--- src/design/rlgp_pkg.sv ---
`timescale 1ns / 1ps
// Shared types and constants for the run-length gcd padding block.
// Depends on nothing; used by rlgp_gcd and run_length_gcd_padding.
package rlgp_pkg;

    localparam int COEF_W     = 64;
    localparam int LEN_W      = 13;
    localparam int MAX_COEFFS = 4096;
    localparam int LEN_CAP    = (MAX_COEFFS < 8191) ? MAX_COEFFS : 8191;
    localparam int SHIFT_W    = $clog2(LEN_W);

    typedef struct packed {
        logic             go;
        logic [LEN_W-1:0] a;
        logic [LEN_W-1:0] b;
    } gcd_req_t;

    typedef struct packed {
        logic             done;
        logic [LEN_W-1:0] value;
    } gcd_rsp_t;

endpackage

--- src/design/run_length_gcd_padding.sv ---
`timescale 1ns / 1ps
// Padding width of a lookup-table polynomial: gcd of the lengths of equal-coefficient runs.
// An item that neither ends a run nor is last keeps busy high through the update and check
// states. Each gcd (at a run end, and again on the last item) runs on the shared binary
// gcd unit, which does one compare, subtract or halving step at a time.
// The width appears on pad_width with done high for one cycle. Reset clears the control
// state, not the held coefficient, last flag or width. Depends on rlgp_pkg and rlgp_gcd.
module run_length_gcd_padding
    import rlgp_pkg::*;
(
    input  logic              clk,
    input  logic              rst_n,
    input  logic              start,
    output logic              busy,
    input  logic [COEF_W-1:0] coefficient,
    input  logic              is_last,
    output logic              done,
    output logic [LEN_W-1:0]  pad_width
);

    typedef enum logic [4:0] {
        ST_IDLE      = 5'b00001,
        ST_UPDATE    = 5'b00010,
        ST_RUN_WAIT  = 5'b00100,
        ST_CHECK     = 5'b01000,
        ST_LAST_WAIT = 5'b10000
    } state_t;

    state_t            state_reg, state_next;
    logic [COEF_W-1:0] coef_reg, coef_next;
    logic              last_reg, last_next;
    logic [COEF_W-1:0] prev_reg, prev_next;
    logic [LEN_W-1:0]  len_reg, len_next;
    logic [LEN_W-1:0]  div_reg, div_next;
    logic              have_reg, have_next;
    logic              done_reg, done_next;
    logic [LEN_W-1:0]  width_reg, width_next;
    gcd_req_t          gcd_req;
    gcd_rsp_t          gcd_rsp;

    rlgp_gcd u_gcd (
        .clk   (clk),
        .rst_n (rst_n),
        .req   (gcd_req),
        .rsp   (gcd_rsp)
    );

    always_comb
    begin
        state_next = state_reg;
        coef_next  = coef_reg;
        last_next  = last_reg;
        prev_next  = prev_reg;
        len_next   = len_reg;
        div_next   = div_reg;
        have_next  = have_reg;
        done_next  = 1'b0;
        width_next = width_reg;
        gcd_req.go = 1'b0;
        gcd_req.a  = div_reg;
        gcd_req.b  = len_reg;
        unique case (state_reg)
            ST_IDLE:
            begin
                if (start)
                begin
                    coef_next  = coefficient;
                    last_next  = is_last;
                    state_next = ST_UPDATE;
                end
            end
            ST_UPDATE:
            begin
                if (!have_reg)
                begin
                    have_next  = 1'b1;
                    prev_next  = coef_reg;
                    len_next   = LEN_W'(1);
                    state_next = ST_CHECK;
                end
                else if (coef_reg == prev_reg)
                begin
                    // Run lengths saturate at the cap.
                    if (len_reg < LEN_W'(LEN_CAP))
                    begin
                        len_next = len_reg + LEN_W'(1);
                    end
                    state_next = ST_CHECK;
                end
                else
                begin
                    gcd_req.go = 1'b1;
                    state_next = ST_RUN_WAIT;
                end
            end
            ST_RUN_WAIT:
            begin
                if (gcd_rsp.done)
                begin
                    div_next   = gcd_rsp.value;
                    prev_next  = coef_reg;
                    len_next   = LEN_W'(1);
                    state_next = ST_CHECK;
                end
            end
            ST_CHECK:
            begin
                if (last_reg)
                begin
                    gcd_req.go = 1'b1;
                    state_next = ST_LAST_WAIT;
                end
                else
                begin
                    state_next = ST_IDLE;
                end
            end
            ST_LAST_WAIT:
            begin
                if (gcd_rsp.done)
                begin
                    width_next = gcd_rsp.value;
                    done_next  = 1'b1;
                    prev_next  = '0;
                    len_next   = '0;
                    div_next   = '0;
                    have_next  = 1'b0;
                    state_next = ST_IDLE;
                end
            end
            default:
            begin
                state_next = ST_IDLE;
            end
        endcase
    end

    always_ff @(posedge clk or negedge rst_n)
    begin
        if (!rst_n)
        begin
            state_reg <= ST_IDLE;
            prev_reg  <= '0;
            len_reg   <= '0;
            div_reg   <= '0;
            have_reg  <= 1'b0;
            done_reg  <= 1'b0;
        end
        else
        begin
            state_reg <= state_next;
            prev_reg  <= prev_next;
            len_reg   <= len_next;
            div_reg   <= div_next;
            have_reg  <= have_next;
            done_reg  <= done_next;
        end
    end

    always_ff @(posedge clk)
    begin
        coef_reg  <= coef_next;
        last_reg  <= last_next;
        width_reg <= width_next;
    end

    assign busy      = (state_reg != ST_IDLE);
    assign done      = done_reg;
    assign pad_width = width_reg;

    // A width is only ever produced by the final gcd of a polynomial.
    a_done_from_last: assert property (@(posedge clk) disable iff (!rst_n)
        done |-> $past(state_reg == ST_LAST_WAIT))
        else $error("done without a final gcd");

    // Every polynomial has at least one run, so the width is never zero.
    a_width_nonzero: assert property (@(posedge clk) disable iff (!rst_n)
        done |-> (pad_width != '0))
        else $error("zero padding width");

    // The run length never passes the cap and is nonzero once a coefficient is held.
    a_len_range: assert property (@(posedge clk) disable iff (!rst_n)
        (len_reg <= LEN_W'(LEN_CAP)) && (!have_reg || (len_reg != '0)))
        else $error("run length out of range");

    // An accepted item makes the block busy on the next cycle.
    a_accept_busy: assert property (@(posedge clk) disable iff (!rst_n)
        (start && !busy) |=> busy)
        else $error("item accepted but block not busy");

endmodule

--- src/design/rlgp_gcd.sv ---
`timescale 1ns / 1ps
// Iterative binary gcd over run lengths: one compare, subtract or shift per cycle.
// Depends on rlgp_pkg.
module rlgp_gcd
    import rlgp_pkg::*;
(
    input  logic     clk,
    input  logic     rst_n,
    input  gcd_req_t req,
    output gcd_rsp_t rsp
);

    typedef enum logic [1:0] {
        G_IDLE = 2'b01,
        G_RUN  = 2'b10
    } gcd_state_t;

    gcd_state_t         state_reg, state_next;
    logic [LEN_W-1:0]   a_reg, a_next;
    logic [LEN_W-1:0]   b_reg, b_next;
    logic [SHIFT_W-1:0] k_reg, k_next;
    logic               done_reg, done_next;
    logic [LEN_W-1:0]   value_reg, value_next;

    always_comb
    begin
        state_next = state_reg;
        a_next     = a_reg;
        b_next     = b_reg;
        k_next     = k_reg;
        done_next  = 1'b0;
        value_next = value_reg;
        unique case (state_reg)
            G_IDLE:
            begin
                if (req.go)
                begin
                    a_next     = req.a;
                    b_next     = req.b;
                    k_next     = '0;
                    state_next = G_RUN;
                end
            end
            G_RUN:
            begin
                // gcd(0, x) = x; the common factor of two is restored at the end.
                priority if (a_reg == '0)
                begin
                    value_next = LEN_W'(b_reg << k_reg);
                    done_next  = 1'b1;
                    state_next = G_IDLE;
                end
                else if (b_reg == '0)
                begin
                    value_next = LEN_W'(a_reg << k_reg);
                    done_next  = 1'b1;
                    state_next = G_IDLE;
                end
                else if (!a_reg[0] && !b_reg[0])
                begin
                    a_next = a_reg >> 1;
                    b_next = b_reg >> 1;
                    k_next = k_reg + SHIFT_W'(1);
                end
                else if (!a_reg[0])
                begin
                    a_next = a_reg >> 1;
                end
                else if (!b_reg[0])
                begin
                    b_next = b_reg >> 1;
                end
                else if (a_reg >= b_reg)
                begin
                    a_next = a_reg - b_reg;
                end
                else
                begin
                    b_next = b_reg - a_reg;
                end
            end
            default:
            begin
                state_next = G_IDLE;
            end
        endcase
    end

    always_ff @(posedge clk or negedge rst_n)
    begin
        if (!rst_n)
        begin
            state_reg <= G_IDLE;
            done_reg  <= 1'b0;
        end
        else
        begin
            state_reg <= state_next;
            done_reg  <= done_next;
        end
    end

    always_ff @(posedge clk)
    begin
        a_reg     <= a_next;
        b_reg     <= b_next;
        k_reg     <= k_next;
        value_reg <= value_next;
    end

    assign rsp.done  = done_reg;
    assign rsp.value = value_reg;

endmodule

--- config.mk ---
export PLATFORM = sky130hd
export DESIGN_NAME = run_length_gcd_padding
export DESIGN_NICKNAME = d
export VERILOG_FILES = /design/src/design/rlgp_pkg.sv /design/src/design/run_length_gcd_padding.sv /design/src/design/rlgp_gcd.sv
export SDC_FILE = /design/constraint.sdc
export NUM_CORES = 1
export LEC_CHECK = 0
export BUFFER_PORTS_ARGS = -buffer_cell sky130_fd_sc_hd__buf_2
export CORE_MARGIN = 1.5
export CORE_UTILIZATION = 46
export CTS_CLUSTER_SIZE = 28
export DETAILED_ROUTE_END_ITERATION = 6
export SYNTH_ARGS = -nofsm -noshare
export SYNTH_HDL_FRONTEND = slang
export SYNTH_SLANG_ARGS = --single-unit
--- constraint.sdc ---
create_clock -name clk -period 4.52 [get_ports clk]
set_input_delay 0.452 -clock clk [delete_from_list [all_inputs] [get_ports clk]]
set_output_delay 0.452 -clock clk [all_outputs]
set_load 0.01 [all_outputs]
==> key figures <==
Layout
  – Share of cells above drive strength 1: 14.8%
  – Fillers: 2193
  – Utilization after layout: 52.4%
  – Final net count: 1224
  – Syn-to-layout area delta: 12.8%

Synthesis
  – Synth top area share: 32.3%
  – EDFF count, synth: 121
  – Area leader, netlist: edfxtp_1
  – Synth Register Bits: 221
  – Dominant synthesized flop cell: edfxtp_1
  – Seq/Total Area, Yosys: 54.6%
  – Yosys Warn Count: 0
  – Count of different cell masters after synthesis: 70
  – Mean post-synth cell area: 10.6 um^2
  – Mapped Nets: 1159
  – FFs w/ async S/R, synth: 45.2%
  – Top post-synthesis cells by area: edfxtp_1 (32%), dfrtp_1 (22%), nand2_1 (6.5%), xnor2_1 (6.0%), o21ai_0 (4.4%)
  – Synth Cell Area: 11200 um^2
  – Most frequent cells after synthesis: nand2_1 (196), edfxtp_1 (121), dfrtp_1 (98), o21ai_0 (98), xnor2_1 (77)
  – Top-count cell post-synth: nand2_1
  – Post-Synthesis Cells: 1059

Setup path
  – Startpoint types: register
  – CP required: 4.75 ns
  – Crit end category: register
  – R2R Setup Slk: 1.27 ns
  – CP max FO: 16
  – Worst R2R Start: u_gcd.b_reg[10]$_DFFE_PP_
  – FF-to-FF path depth: 10
  – Worst setup path class: register to register
  – Timing startpoint of the critical path: u_gcd.b_reg[10]$_DFFE_PP_
  – Worst R2R End: u_gcd.a_reg[10]$_DFFE_PP_
  – CP arrival: 3.47 ns

Min path
  – Worst hold path type: input port to register
  – Hold path cells: 1
  – Hold Crit Endpoint: coef_reg[17]$_DFFE_PP_
  – HP Start: coefficient[17]

Place
  – IO buf count: 82
  – Placer Congestion: 0.876
  – Post-DP HPWL: 18400 um

Die
  – Die H: 159 um
  – I/O pin cnt: 83
  – Die X: 159 um
  – Row count: 57
  – Die Footprint: 25400 um^2
  – Initial Util: 46.5%
  – Core area: 24200 um^2

Detailed routing
  – Routed vias: 7860
  – DR iter-0 viols: 574
  – Drc violations: 0
  – Wire per inst: 17.7 um
  – Vias per inst: 5.35
  – Post-Route WL: 26000 um
  – DRT Pass-1 Iters: 5
  – ANT nets after route: 0

Clocking
  – CTS Buf Count: 25
  – Post-CTS setup repair buffer count: 0
  – Post-cts resize count: 0
  – Clock latency on the worst-skew pair: 0.53 ns
  – Cts hold-fix bufs: 1
  – CTS Buffer Depth: 3
  – CTS tree: done
  – H-Tree Level Count: 1
  – CTS Root Cell: clkbuf_16
  – Sink Count: 221
  – Clk pin slew, worst setup/hold paths: 0.06 ns

Power
  – P_leak: 5.34 nW
  – P per Cell Area: 667 nW/um^2
  – VDD IR max: 0.386 mV

Global route
  – Initial antenna violation count: 1
  – Largest net degree at the start of global routing: 67
  – Total track usage: 20.8%
  – Vias in the first global route: 7736
  – Grt ovf: 0
  – First-pass GRT wire length: 41900 um

STA
  – Slew at the pin closest to its max-slew limit: 0.997 ns
  – Final Hold Viols: 0
  – Final setup fails: 0
  – Post-route clock skew: 0.0148 ns
  – Final Critical Period: 3.25 ns
  – Fin. max-slew vios: 0
  – Unrepaired setup endpoints after global routing: false
  – Fin Setup TNS: 0 ns
  – Final period util: 71.8%
  – Max Fclk: 0.308 GHz
  – Slew headroom: 33.3%

Job
  – Max Cap Viol: 0

Status
  – Status: finished, final reports clean
routing by layer:
metal	GRT usage, %	part of all wire [%]	vias up
li1	-	-	3882
met1	28.7	46	3718
met2	33.7	46	200
met3	2.63	3.9	60
met4	8.10	3.9	0
met5	0	0	-
worst max-delay path: stages (launching register included):
cell and delay (ns):
edfxtp_1 0.47, inv_1 0.08, ha_1 0.60, and3_1 0.33, nand2_1 0.12, o21ai_0 0.19
a21o_1 0.19, a31o_2 0.17, o21ai_0 0.09, a21oi_1 0.44, buf_4 0.27
placed cells by master (no fill, tap or decap), types with 14 or more instances in the layout:
cell and instances:
nand2_1 195, edfxtp_1 121, o21ai_0 98, dfrtp_1 98
buf_2 81, xnor2_1 77, inv_1 41, nor2_1 39
a21oi_1 31, ha_1 29, mux2i_1 25, clkbuf_16 25
nand4_1 23, a21o_1 18, nand3_1 15, buf_4 14
how the worst max path moves through the flow:
stage / to / cells after the start
after floorplan: coef_reg[0]$_DFFE_PP_ / 3
after global placement: u_gcd.a_reg[10]$_DFFE_PP_ / 9
after detailed placement: u_gcd.a_reg[8]$_DFFE_PP_ / 10
after CTS: u_gcd.a_reg[11]$_DFFE_PP_ / 10
after global routing: u_gcd.a_reg[12]$_DFFE_PP_ / 10
final: u_gcd.a_reg[10]$_DFFE_PP_ / 10
through the flow:
stage	hold slack, ns	setup slack, ns	total power [mW]	cell area, um^2	std cells
after detailed placement	0.434	1.31	6.56	11900	1420
after CTS	0.0761	1.29	8.49	12700	1467
final	0.0938	1.27	8.45	12700	1468
after floorplan	0.156	0.368	5.74	11200	1059
after global routing	0.0777	1.05	9.00	12700	1468
after global placement	0.436	1.34	6.55	11900	1420
kinds of logic (layout without fill, tap and decap cells):
kind of cell | Yosys count | in the layout | share of synthesized area [%]
and+or+nand+nor | 363 | 363 | 15.3
AOI/OAI and AO/OA | 227 | 227 | 13.0
DFF | 221 | 221 | 54.6
buffers and inverters | 100 | 184 | 3.98
xor gates and xnor gates | 85 | 85 | 6.63
adders and majority gates | 32 | 32 | 3.70
muxes | 31 | 31 | 2.83
other | 0 | 1 | 0
power by group:
| group | switching [mW] | internal [mW] |
|---|---|---|
| combinational | 1.87 | 1.31 |
| sequential | 0.538 | 2.83 |
| clock | 0.798 | 1.10 |
| total | 3.21 | 5.24 |
final cells by class:
cell class | instances | area [um^2] | area share (%)
Antenna cell | 1 | 2.50 | 0.0197
Clock buffer | 35 | 673 | 5.31
Clock inverter | 11 | 87.6 | 0.691
Inverter | 41 | 154 | 1.21
Multi-Input combinational cell | 738 | 4670 | 36.9
Sequential cell | 221 | 6140 | 48.4
Tap cell | 324 | 405 | 3.20
Timing Repair Buffer | 97 | 541 | 4.27
Power figures use the tool's default switching activity.
